File: config.mk
export PLATFORM = sky130hd
export DESIGN_NAME = imhd_ram
export DESIGN_NICKNAME = d
export VERILOG_FILES = /design/src/rtl/imhd_ram.sv
export SDC_FILE = /design/constraint.sdc
export NUM_CORES = 2
export LEC_CHECK = 0
export ABC_CLOCK_PERIOD_IN_PS = 5650
export BUFFER_PORTS_ARGS = -buffer_cell sky130_fd_sc_hd__buf_2
export CORE_ASPECT_RATIO = 1.25
export CORE_MARGIN = 2
export CORE_UTILIZATION = 66
export CTS_CLUSTER_SIZE = 40
export DETAILED_ROUTE_END_ITERATION = 8
export PLACE_DENSITY_LB_ADDON = 0.15
export SYNTH_ARGS = -nofsm -noshare
export SYNTH_HDL_FRONTEND = slang
export SYNTH_SLANG_ARGS = --single-unit
File: constraint.sdc
create_clock -name clk -period 5.65 [get_ports clk]
set_input_delay 0.2825 -clock clk [delete_from_list [all_inputs] [get_ports clk]]
set_output_delay 0.2825 -clock clk [all_outputs]
set_load 0.05 [all_outputs]
File: src/rtl/imhd_ram.sv
// ----------------------------------------------------------------------------
// imhd_ram
// Generic single-write, single-read RAM with registered read data.
// ----------------------------------------------------------------------------
module imhd_ram #(
	parameter int WIDTH = 8,
	parameter int DEPTH = 256
) (
	input  logic                     clk,
	input  logic                     we,
	input  logic [$clog2(DEPTH)-1:0] waddr,
	input  logic [WIDTH-1:0]         wdata,
	input  logic [$clog2(DEPTH)-1:0] raddr,
	output logic [WIDTH-1:0]         rdata
);

	logic [WIDTH-1:0] mem [DEPTH];

	// write port and registered read port (read returns old data on collision)
	always_ff @(posedge clk) begin
		if (we) begin
			mem[waddr] <= wdata;
		end
		rdata <= mem[raddr];
	end

endmodule

==> run summary <==
Outcome = finished, violations left
Violated checks = max-capacitance violations, max-slew violations
Max_cap viols = 2
Initial antenna violation count = 8
Drt total wl = 195000 um
Bufs on Longest Clock Path = 3
Relative slew slack = -0.101
Clock sinks = 2056
Routability cong. = 0.904
Cell taking the most area after synthesis = edfxtp_1
Residual DRC = 0
Setup skew after layout = 0.0244 ns
Most frequent cells in the layout = edfxtp_1, mux4_2, nor2_1
# H-tree levels = 4
Post-Syn Area = 0.0796 mm^2
Crit-path cells = buf_8 > buf_4 > mux4_2 > a22o_1 > a221oi_1 > o32ai_1 > nor3_1 > nor4_1
Layout cells sized above 1 = 0.218
Worst hold path endpoint = mem[252][6]$_DFFE_PP_
Unique masters post-synth = 55
Largest cells by area after synthesis = edfxtp_1, mux4_2, mux2i_1, nor2_1, a22oi_1
Gr ovfl total = 0
Number of synthesized flops with an enable pin = 2048
CP arrival = 4.47 ns
Sequential share of power = 0.545
PortBufs = 33
Final Hold Fails = 0
Via count = 39400
DR WL/cell = 35.1 um
Top cell type's share of synthesized area = 0.773
Hold WC Path Type = in -> reg
Register bit total from synthesis = 2056
Nets = 3826
Fin area = 0.0873 mm^2
Hold depth = 1
Placed instance area = 0.0812 mm^2
Worst r2r src = mem[80][5]$_DFFE_PP_
Crit path largest cell delay = 0.80 ns
Post-DR vias/cell = 7.11
Post-synthesis area per instance = 21.3 um^2
Clock power frac = 0.406
Syn. warnings = 0
Pwr dens = 354 mW/mm^2
Largest net degree at the start of global routing = 210
FF-to-FF path depth = 6
Final setup TNS = 0 ns
Sw frac = 0.210
RSZ-0062 raised after global routing = false
Vias in the first global route = 39600
CP Launch Type = primary input
Commonest non-fill, non-tap cell in the layout = edfxtp_1
Row count = 142
Crit path max-delay cell type = a221oi_1
Clk Latency, worst-skew pair = 0.82 ns
First-pass GRT wire length = 281000 um
Worst-Margin Slew = 1.64 ns
Period utilization = 0.677
Critical R2R Capture = rdata[5]$_DFF_P_
Die width = 315 um
Final Max Slew Viols = 4
Fmax = 262 MHz
VDD IR max = 312 uV
CP required = 6.29 ns
Post-synthesis sequential area ratio = 0.775
1st-iter DRT viols = 5633
CP Class = in -> reg
Area delta synth->final = 9.72%
Crit path max fanout = 64
Leak Pwr = 26.8 nW
Synth Instances = 3733
Top_reg_cell synth = edfxtp_1
ANT nets after route = 0
Post-detail-place hpwl = 118000 um
Synthesized net count = 3759
Final setup violation count = 0
Global Route Usage Sum = 0.323
Clk root buf = clkbuf_16
Effective utilization at floorplan = 0.664
Psw = 0.00649 W
Worst-path clk slew = 0.06 ns
Total Power = 0.0309 W
CTS tree = yes
Internal power = 0.0244 W
Die area = 0.123 mm^2
Die H = 392 um
Reg2reg setup slack = 2.24 ns
Min cycle time layout = 3.82 ns
FFs w/ async S/R, synth = 0
First-pass DRT Iterations = 6
HP Start = wdata[6]
Comb pwr share = 0.050
TritonCTS Buffers = 186
I/O pins = 34
CP Capture Type = flop
Core ar. = 0.120 mm^2
[cells in the mapped netlist (8+ instances only)]
cell and n:
nand2b_1 8, buf_1 22, mux4_2 454, o22ai_1 28, a21oi_1 96, nor3_1 22, o221ai_1 46, nor2b_1 31
mux2i_1 134, clkbuf_1 111, buf_2 31, a22o_1 8, nor2_1 282, o21ai_0 10, buf_8 13, nand2_1 33
nor4_1 24, buf_4 27, nand3_1 34, edfxtp_1 2048, a211oi_1 16, a221oi_1 13, buf_6 21, buf_12 8
o211ai_1 10, dfxtp_1 8, nand4_1 10, a22oi_1 133
[through the flow]
step           cells   util  worst slack (ns)  hold WS (ns)
6_report        5547  0.729              1.83        0.0955
2_1_floorplan   3733      -              3.43         0.381
5_1_grt         5542  0.729              2.04         0.142
3_3_place_gp    5195  0.678              1.36         0.780
3_5_place_dp    5195  0.678              1.39         0.786
4_1_cts         5542  0.729              2.26        0.0979
[power by group through the flow]
stage	Clock (W)	Sequential (W)	Combinational (W)
2_1_floorplan	0	0.0172	0.000817
3_3_place_gp	0	0.0172	0.00147
3_5_place_dp	0	0.0172	0.00151
4_1_cts	0.0126	0.0168	0.00152
5_1_grt	0.0131	0.0168	0.00158
6_report	0.0125	0.0168	0.00153
[routing by layer]
layer,share of wire,global-route usage
met1,0.35,0.438
met2,0.49,0.518
met4,0.052,0.152
met5,0.00033,0
met3,0.10,0.0600
[worst max-delay path: cells and delay by family]
kind | cells | cell delay, ns
buf+inv | 2 | 1.20
compound gates | 3 | 1.39
simple gates | 2 | 0.94
mux | 1 | 0.49
[worst max-delay path by stage]
stage                         from                to  slack, ns  cells after the start
after floorplan           raddr[0]  rdata[2]$_DFF_P_       3.43                      9
after global placement    raddr[0]  rdata[6]$_DFF_P_       1.36                      7
after detailed placement  raddr[1]  rdata[3]$_DFF_P_       1.39                      8
after CTS                 raddr[1]  rdata[3]$_DFF_P_       2.26                      8
after global routing      raddr[1]  rdata[5]$_DFF_P_       2.04                      8
final                     raddr[1]  rdata[5]$_DFF_P_       1.83                      8
[registers in the layout, summed over array words and instances, names as in the netlist]
name   cells
mem     2048
rdata      8
[layout make-up]
| class | instances | area (um^2) |
|---|---|---|
| Antenna cell | 5 | 12.5 |
| Clock buffer | 248 | 5060 |
| Clock inverter | 98 | 986 |
| Fill cell | 6611 | 32500 |
| Inverter | 2 | 7.51 |
| Multi-Input combinational cell | 1442 | 16500 |
| Sequential cell | 2056 | 61700 |
| Tap cell | 1584 | 1980 |
| Timing Repair Buffer | 112 | 1040 |
[repair_timing]
item                                   CTS  global route
hold buffers                             1             0
setup buffers                            0             0
gates resized for setup                  0             0
endpoints found under the hold margin   47             0
[cell families (layout without fill, tap and decap cells)]
family,after synthesis,after routing,synth area share
other cells,0,5,0
simple gates,466,466,0.0263
flops,2056,2056,0.775
buf+inv,235,460,0.0183
mux,591,591,0.146
compound gates,385,385,0.0342
(Power assumes the default switching activity.)
