`src/rtl/imhd_pkg.sv`:
```
// ----------------------------------------------------------------------------
// imhd_pkg
// Shared sizes, memory word layouts and request structs for the indexed
// min-heap with decrease-key.
// ----------------------------------------------------------------------------
package imhd_pkg;

	localparam int NODE_COUNT = 256;
	localparam int DIST_W     = 32;
	localparam int ID_W       = 8;
	localparam int NODE_W     = $clog2(NODE_COUNT);
	localparam int HEAP_DEPTH = NODE_COUNT + 1;
	localparam int POS_W      = $clog2(HEAP_DEPTH);

	// request type codes
	localparam logic REQ_RELAX = 1'b0;
	localparam logic REQ_POP   = 1'b1;

	typedef logic [NODE_W-1:0] node_t;
	typedef logic [POS_W-1:0]  pos_t;
	typedef logic [DIST_W-1:0] dist_t;
	typedef logic [ID_W-1:0]   id_t;

	// per-node record: distance, predecessor, 1-based heap slot (0 = absent)
	typedef struct packed {
		dist_t distance;
		id_t   pred;
		pos_t  pos;
	} node_word_t;

	localparam int NODE_WORD_W = $bits(node_word_t);

	// node store access: write port and read address
	typedef struct packed {
		logic       we;
		node_t      waddr;
		node_word_t wdata;
		node_t      raddr;
	} node_req_t;

	// heap slot store access: write port and read address
	typedef struct packed {
		logic  we;
		pos_t  waddr;
		node_t wdata;
		pos_t  raddr;
	} heap_req_t;

endpackage

```
`src/rtl/imhd_ctrl.sv`:
```
// ----------------------------------------------------------------------------
// imhd_ctrl
// Sequencer for relax and pop transactions: reads, compares and writes back
// node records and heap slots level by level, keeps the reached
// marks, the heap count and the result register.
// ----------------------------------------------------------------------------
module imhd_ctrl (
	input  logic                  clk,
	input  logic                  arst_n,
	input  logic                  in_valid,
	output logic                  in_ready,
	input  logic                  req_type,
	input  logic [7:0]            node_id,
	input  logic [7:0]            pred_id,
	input  logic [31:0]           offered_dist,
	output logic                  out_valid,
	input  logic                  out_ready,
	output logic                  relax_taken,
	output logic                  pop_valid,
	output logic [7:0]            popped_node,
	output logic [31:0]           popped_dist,
	output logic [7:0]            popped_pred,
	output imhd_pkg::node_req_t   node_req,
	input  imhd_pkg::node_word_t  node_rdata,
	output imhd_pkg::heap_req_t   heap_req,
	input  imhd_pkg::node_t       heap_rdata
);

	typedef enum logic [4:0] {
		S_IDLE, S_R_CHK, S_UP_LOOP, S_UP_NODE, S_UP_CMP, S_UP_FIN,
		S_POP_TOP, S_POP_LAST, S_POP_LASTN, S_DN_LOOP, S_DN_LEFT,
		S_DN_LNODE, S_DN_RNODE, S_DN_CMP, S_DN_FIN, S_POP_CLR, S_DONE
	} state_t;

	state_t               state_q;
	logic                 reached_q [imhd_pkg::NODE_COUNT];
	imhd_pkg::pos_t       hc_q, i_q, j_q;
	imhd_pkg::node_t      nd_q, top_q, last_q, ch_q, cr_q;
	imhd_pkg::dist_t      d_q, top_dist_q, ld_q, ch_dist_q;
	imhd_pkg::id_t        pred_q, top_pred_q, lpred_q, ch_pred_q;
	logic                 op_q, flag_q, node_ok_q;
	logic                 out_valid_q, relax_taken_q, pop_valid_q;
	logic [7:0]           popped_node_q, popped_pred_q;
	logic [31:0]          popped_dist_q;

	logic                 accept;
	logic                 nd_reached, taken, append, full, dn_go;
	imhd_pkg::pos_t       old_pos;

	assign in_ready    = (state_q == S_IDLE);
	assign accept      = in_valid && in_ready;
	assign out_valid   = out_valid_q;
	assign relax_taken = relax_taken_q;
	assign pop_valid   = pop_valid_q;
	assign popped_node = popped_node_q;
	assign popped_dist = popped_dist_q;
	assign popped_pred = popped_pred_q;

	// relax decision from the node record read for the offered node
	always_comb begin
		nd_reached = reached_q[nd_q];
		old_pos    = nd_reached ? node_rdata.pos : '0;
		taken      = node_ok_q && (!nd_reached || (d_q < node_rdata.distance));
		append     = (old_pos == '0) || (old_pos > hc_q);
		full       = (hc_q >= imhd_pkg::pos_t'(imhd_pkg::NODE_COUNT));
		dn_go      = (i_q < hc_q) && ({i_q, 1'b0} <= {1'b0, hc_q});
	end

	// memory addresses and write-backs per state
	always_comb begin
		node_req = '0;
		heap_req = '0;
		case (state_q)
			S_IDLE: begin
				node_req.raddr = imhd_pkg::node_t'(node_id);
				heap_req.raddr = imhd_pkg::pos_t'(1);
			end
			S_UP_LOOP: heap_req.raddr = i_q >> 1;
			S_UP_NODE: node_req.raddr = heap_rdata;
			S_UP_CMP: begin
				if (d_q < node_rdata.distance) begin
					node_req.we    = 1'b1;
					node_req.waddr = ch_q;
					node_req.wdata = '{distance: node_rdata.distance, pred: node_rdata.pred,
						pos: i_q};
					heap_req.we    = 1'b1;
					heap_req.waddr = i_q;
					heap_req.wdata = ch_q;
				end
			end
			S_UP_FIN: begin
				node_req.we    = 1'b1;
				node_req.waddr = nd_q;
				node_req.wdata = '{distance: d_q, pred: pred_q, pos: i_q};
				heap_req.we    = 1'b1;
				heap_req.waddr = i_q;
				heap_req.wdata = nd_q;
			end
			S_POP_TOP: begin
				heap_req.raddr = hc_q;
				node_req.raddr = heap_rdata;
			end
			S_POP_LAST: node_req.raddr = heap_rdata;
			S_DN_LOOP:  heap_req.raddr = imhd_pkg::pos_t'({i_q, 1'b0});
			S_DN_LEFT: begin
				node_req.raddr = heap_rdata;
				heap_req.raddr = (j_q < hc_q) ? imhd_pkg::pos_t'(j_q + 1'b1) : j_q;
			end
			S_DN_LNODE: node_req.raddr = heap_rdata;
			S_DN_CMP: begin
				if (ch_dist_q < ld_q) begin
					node_req.we    = 1'b1;
					node_req.waddr = ch_q;
					node_req.wdata = '{distance: ch_dist_q, pred: ch_pred_q, pos: i_q};
					heap_req.we    = 1'b1;
					heap_req.waddr = i_q;
					heap_req.wdata = ch_q;
				end
			end
			S_DN_FIN: begin
				node_req.we    = 1'b1;
				node_req.waddr = last_q;
				node_req.wdata = '{distance: ld_q, pred: lpred_q, pos: i_q};
				heap_req.we    = 1'b1;
				heap_req.waddr = i_q;
				heap_req.wdata = last_q;
			end
			S_POP_CLR: begin
				node_req.we    = 1'b1;
				node_req.waddr = top_q;
				node_req.wdata = '{distance: top_dist_q, pred: top_pred_q, pos: '0};
			end
			default: ;
		endcase
	end

	// sequencer, heap count, reached marks and result register
	always_ff @(posedge clk or negedge arst_n) begin
		if (!arst_n) begin
			state_q       <= S_IDLE;
			hc_q          <= '0;
			out_valid_q   <= 1'b0;
			op_q          <= 1'b0;
			flag_q        <= 1'b0;
			relax_taken_q <= 1'b0;
			pop_valid_q   <= 1'b0;
			popped_node_q <= '0;
			popped_dist_q <= '0;
			popped_pred_q <= '0;
			for (int k = 0; k < imhd_pkg::NODE_COUNT; k++) begin
				reached_q[k] <= 1'b0;
			end
		end else begin
			// result taken; a result loaded in S_DONE keeps it valid instead
			if (out_valid_q && out_ready && (state_q != S_DONE)) begin
				out_valid_q <= 1'b0;
			end
			case (state_q)
				S_IDLE: begin
					if (accept) begin
						op_q      <= req_type;
						nd_q      <= imhd_pkg::node_t'(node_id);
						node_ok_q <= (32'(node_id) < imhd_pkg::NODE_COUNT);
						pred_q    <= imhd_pkg::id_t'(pred_id);
						d_q       <= imhd_pkg::dist_t'(offered_dist);
						if (req_type == imhd_pkg::REQ_RELAX) begin
							state_q <= S_R_CHK;
						end else if (hc_q == '0) begin
							flag_q  <= 1'b0;
							state_q <= S_DONE;
						end else begin
							state_q <= S_POP_TOP;
						end
					end
				end
				S_R_CHK: begin
					if (taken && !(append && full)) begin
						reached_q[nd_q] <= 1'b1;
						flag_q          <= 1'b1;
						if (append) begin
							hc_q <= imhd_pkg::pos_t'(hc_q + 1'b1);
							i_q  <= imhd_pkg::pos_t'(hc_q + 1'b1);
						end else begin
							i_q <= old_pos;
						end
						state_q <= S_UP_LOOP;
					end else begin
						flag_q  <= 1'b0;
						state_q <= S_DONE;
					end
				end
				S_UP_LOOP: state_q <= (i_q <= imhd_pkg::pos_t'(1)) ? S_UP_FIN : S_UP_NODE;
				S_UP_NODE: begin
					ch_q    <= heap_rdata;
					state_q <= S_UP_CMP;
				end
				S_UP_CMP: begin
					if (d_q < node_rdata.distance) begin
						i_q     <= i_q >> 1;
						state_q <= S_UP_LOOP;
					end else begin
						state_q <= S_UP_FIN;
					end
				end
				S_UP_FIN: state_q <= S_DONE;
				S_POP_TOP: begin
					top_q   <= heap_rdata;
					state_q <= S_POP_LAST;
				end
				S_POP_LAST: begin
					top_dist_q <= node_rdata.distance;
					top_pred_q <= node_rdata.pred;
					last_q     <= heap_rdata;
					hc_q       <= imhd_pkg::pos_t'(hc_q - 1'b1);
					state_q    <= S_POP_LASTN;
				end
				S_POP_LASTN: begin
					ld_q    <= node_rdata.distance;
					lpred_q <= node_rdata.pred;
					i_q     <= imhd_pkg::pos_t'(1);
					state_q <= S_DN_LOOP;
				end
				S_DN_LOOP: begin
					j_q     <= imhd_pkg::pos_t'({i_q, 1'b0});
					state_q <= dn_go ? S_DN_LEFT : S_DN_FIN;
				end
				S_DN_LEFT: begin
					ch_q    <= heap_rdata;
					state_q <= S_DN_LNODE;
				end
				S_DN_LNODE: begin
					ch_dist_q <= node_rdata.distance;
					ch_pred_q <= node_rdata.pred;
					cr_q      <= heap_rdata;
					state_q   <= (j_q < hc_q) ? S_DN_RNODE : S_DN_CMP;
				end
				S_DN_RNODE: begin
					// right child only when the left one is strictly larger
					if (ch_dist_q > node_rdata.distance) begin
						ch_q      <= cr_q;
						ch_dist_q <= node_rdata.distance;
						ch_pred_q <= node_rdata.pred;
						j_q       <= imhd_pkg::pos_t'(j_q + 1'b1);
					end
					state_q <= S_DN_CMP;
				end
				S_DN_CMP: begin
					if (ch_dist_q < ld_q) begin
						i_q     <= j_q;
						state_q <= S_DN_LOOP;
					end else begin
						state_q <= S_DN_FIN;
					end
				end
				S_DN_FIN: state_q <= S_POP_CLR;
				S_POP_CLR: begin
					flag_q  <= 1'b1;
					state_q <= S_DONE;
				end
				S_DONE: begin
					if (!out_valid_q || out_ready) begin
						out_valid_q   <= 1'b1;
						relax_taken_q <= (op_q == imhd_pkg::REQ_RELAX) && flag_q;
						pop_valid_q   <= (op_q == imhd_pkg::REQ_POP) && flag_q;
						popped_node_q <= ((op_q == imhd_pkg::REQ_POP) && flag_q) ?
							8'(top_q) : '0;
						popped_dist_q <= ((op_q == imhd_pkg::REQ_POP) && flag_q) ?
							32'(top_dist_q) : '0;
						popped_pred_q <= ((op_q == imhd_pkg::REQ_POP) && flag_q) ?
							8'(top_pred_q) : '0;
						state_q       <= S_IDLE;
					end
				end
				default: state_q <= S_IDLE;
			endcase
		end
	end

endmodule

```
`config.mk`:
```
export PLATFORM = sky130hd
export DESIGN_NAME = imhd_ctrl
export DESIGN_NICKNAME = d
export VERILOG_FILES = /design/src/rtl/imhd_pkg.sv /design/src/rtl/imhd_ctrl.sv
export SDC_FILE = /design/constraint.sdc
export NUM_CORES = 1
export LEC_CHECK = 0
export ABC_AREA = 1
export BUFFER_PORTS_ARGS = -buffer_cell sky130_fd_sc_hd__buf_2
export CORE_MARGIN = 1.5
export CORE_UTILIZATION = 55
export CTS_CLUSTER_DIAMETER = 30
export DETAILED_ROUTE_END_ITERATION = 12
export HOLD_SLACK_MARGIN = 0.12
export PLACE_DENSITY = 0.81
export SETUP_SLACK_MARGIN = 0.02
export SKIP_LAST_GASP = 1
export SLEW_MARGIN = 20
export SYNTH_ARGS = -nofsm -noshare
export SYNTH_HDL_FRONTEND = slang
export SYNTH_SLANG_ARGS = --single-unit
```
`constraint.sdc`:
```
create_clock -name clk -period 9.6 [get_ports clk]
set_input_delay 0.96 -clock clk [delete_from_list [all_inputs] [get_ports clk]]
set_output_delay 0.96 -clock clk [all_outputs]
set_load 0.1 [all_outputs]
```
==> impl_metrics.toml <==
[critical_path]
crit_path_top_delay_cell = "inv_2"
reg2reg_slack_ns = 3.31
cp.arrival_ns = 6.77
critPathLaunchType = "flip-flop"
critPathMaxStageDelay_ns = 0.57
critPathKind = "reg -> reg"
ff2ff_path_depth = 32
required_ns = 10.08
cp-startpoint = "nd_q[1]"
critPathCapture = "reached_q[52]"
worst_r2r_endpoint = "reached_q[52]"
endpoint_kind = "flip-flop"
crit_top_cell = "nand2_1"
r2r-start = "nd_q[1]"
critPathMaxFanout = 169

[clocking]
cts-hold-fix-buffers = 0
cts_resized = 0
cts_buffers = 109
cts_sinks = 541
cts_buffer_depth = 3
cts-htree-levels = 3
path_clk_slew_ns = 0.05
cts_tree = "built"
cts-root-buf = "clkbuf_16"
clkLatencyLatePin_ns = 0.66
cts_setup_buffers = 0

[route]
wire_per_inst_microns = 20.35
drt_iter0_drc = 2794
wl_microns = 85300
post_drt_via_cell_ratio = 5.835
vias = 24460
dr.pass1.iters = 6
drc = 0
ant_nets = 0

[final_layout]
final_cell_area_sq_mm = 0.03337
layout.nets = 3652
area_delta_synth_final_pct = 20.28
drive_gt1_share_pct = 14.80

[die]
die-area_sq_mm = 0.05180
die_y_microns = 227.6
start_util_pct = 55.53
core_sq_mm = 0.04997
rows = 82
boundaryPins = 255
die_x_microns = 227.6

[timing]
worst_pin_slew_ns = 1.101
rsz0062_at_grt = "no"
slew_violations = 0
hold_viol = 0
final.period_utilization_pct = 65.53
slew_headroom_pct = 26.54
tns_ns = 0
period_minus_slack_ns = 6.291
setup_viol = 0
max_clock_freq_ghz = 0.1590
final.setup_skew_ns = 0.03648

[global_routing]
grt_pass1_wl_microns = 131400
grt_max_degree = 259
grtUsageTotal_pct = 33.14
grt_pass1_vias = 23840
grt.overflow.total = 0
antenna_found_initial = 10

[yosys]
synth_top_family_by_area = "simple AND/OR/NAND/NOR gates"
synth-edff-count = 218
syn_nets = 3403
synth-simple-area-share_pct = 17.39
ys.warnings.count = 0
synth_compound_area_share_pct = 16.30
syn_area_sq_mm = 0.02775
ys_seq_area_share_pct = 52.72
ys_types = 46
ys_seq_elements = 541
yosys_most_used_dff = "dfrtp_1"
syn-mean-instance-area_sq_um = 8.772
yosys.area_share.xor_xnor_pct = 0.5051
async_flop_share_pct = 59.70
synth.mux.area_fraction_pct = 0
synth_fa_ha_area_share_pct = 5.862
synthCells = 3163

[job]
maxCapViolCount = 0

[power_and_ir_drop]
ir_drop_uv = 372.7
power.density_mw_per_mm2 = 306.5
total_power_mw = 10.23
p_leak_nw = 15.64

[place]
hpwl_microns = 53610
portBuffers = 254
gp_congestion = 0.9929
place_area_sq_mm = 0.02952

[worst_hold_path]
min_path_type = "in -> async"

[status]
status = "completed"
cells in the mapped netlist (10+ instances only):
master / instances / area [sq um]
clkbuf_1: 87 / 326.6
buf_4: 27 / 202.7
xor2_1: 15 / 131.4
o21ai_1: 92 / 460.4
buf_2: 33 / 165.2
nand2_1: 931 / 3495
a221oi_1: 35 / 306.5
inv_1: 332 / 1246
edfxtp_1: 218 / 6546
ha_1: 130 / 1627
nand4_1: 12 / 75.07
o211ai_1: 44 / 330.3
dfrtp_1: 323 / 8083
o21ai_0: 274 / 1371
o2111ai_1: 10 / 87.58
o21bai_1: 156 / 1171
nand3_1: 54 / 270.3
a21oi_1: 86 / 430.4
nor3_1: 20 / 100.1
o22ai_1: 15 / 93.84
nor2_1: 207 / 777.0
sequential cells by signal (all words and copies together), names as in the netlist, 9 cells and up:
signal,count
j_q,9
d_q,32
ch_dist_q,32
popped_dist,32
top_dist_q,32
reached_q,256
i_q,9
ld_q,32
hc_q,9
cell usage in the layout, fill, tap and decap left out, drive strengths merged, types with 2 or more instances in the layout:
cell and n:
nand2 936, o21ai 366, inv 344, dfrtp 323, buf 290, edfxtp 218
nor2 208, o21bai 156, clkbuf 141, ha 130, a21oi 86, nand3 55
o211ai 44, clkinv 39, a221oi 35, nor3 20, xor2 15, o22ai 15
diode 13, nand4 13, clkinvlp 11, o2111ai 10, bufinv 9, a211oi 8
o221ai 6, nor4 5, a31oi 5, o21a 4, a22oi 3, o31ai 2
how the worst min path moves through the flow:
stage | to | cells past startpoint
after floorplan | reached_q[11] | 2
after global placement | reached_q[27] | 2
after detailed placement | reached_q[23] | 2
after CTS | popped_dist[5] | 1
after global routing | popped_dist[6] | 1
final | popped_dist[5] | 1
power breakdown:
group | total (mW) | internal, mW | leakage (nW) | switching (mW)
clock network | 3.80 | 2.51 | 1.83 | 1.29
logic | 3.52 | 0.646 | 7.94 | 2.87
registers | 2.91 | 2.71 | 5.86 | 0.198
layout make-up:
cell class                 count  area (sq um)
multi-input combinational   2132         11230
inverter                     338          1269
sequential                   541         14630
tap                          672         840.8
clock buffer                 141          3082
fill                        3765         16590
timing repair buffer         290          1597
antenna                       13         32.53
clock inverter                65         694.4
stage by stage:
step / utilization, % / cells / hold WS (ns) / worst slack, ns
floorplan: - / 3163 / 0.4240 / 4.129
detailed placement: 59.08 / 3972 / 0.4412 / 3.533
global route: 66.77 / 4187 / 0.3655 / 2.792
finish: 66.79 / 4192 / 0.2852 / 3.309
CTS: 66.63 / 4178 / 0.3500 / 3.528
global placement: 59.04 / 3972 / 0.4325 / 3.741
critical path, delay by kind of cell, from the launching register on:
kind / cells / cell delay (ns)
buffers and inverters: 6 / 2.19
AO/OA/AOI/OAI: 7 / 0.94
flip-flops: 1 / 0.37
AND/OR/NAND/NOR: 18 / 2.04
adder cells (fa/ha/maj): 1 / 0.29
cells by family (layout without fill, tap and decap cells):
| family | after synthesis | in the layout |
|---|---|---|
| adder cells (fa/ha/maj) | 130 | 130 |
| buffers and inverters | 490 | 834 |
| AO/OA/AOI/OAI | 747 | 747 |
| XOR/XNOR | 16 | 16 |
| AND/OR/NAND/NOR | 1239 | 1239 |
| other | 0 | 13 |
| flip-flops | 541 | 541 |
per-layer routing:
| layer | vias to the layer above | track usage [%] | share of wire [%] |
|---|---|---|---|
| met5 | - | 0 | 0 |
| met4 | 0 | 19.78 | 5.5 |
| met3 | 305 | 7.938 | 10 |
| met2 | 1405 | 51.89 | 46 |
| li1 | 11090 | - | - |
| met1 | 11660 | 41.96 | 38 |
Note: power is estimated with default switching activity, not from simulation.
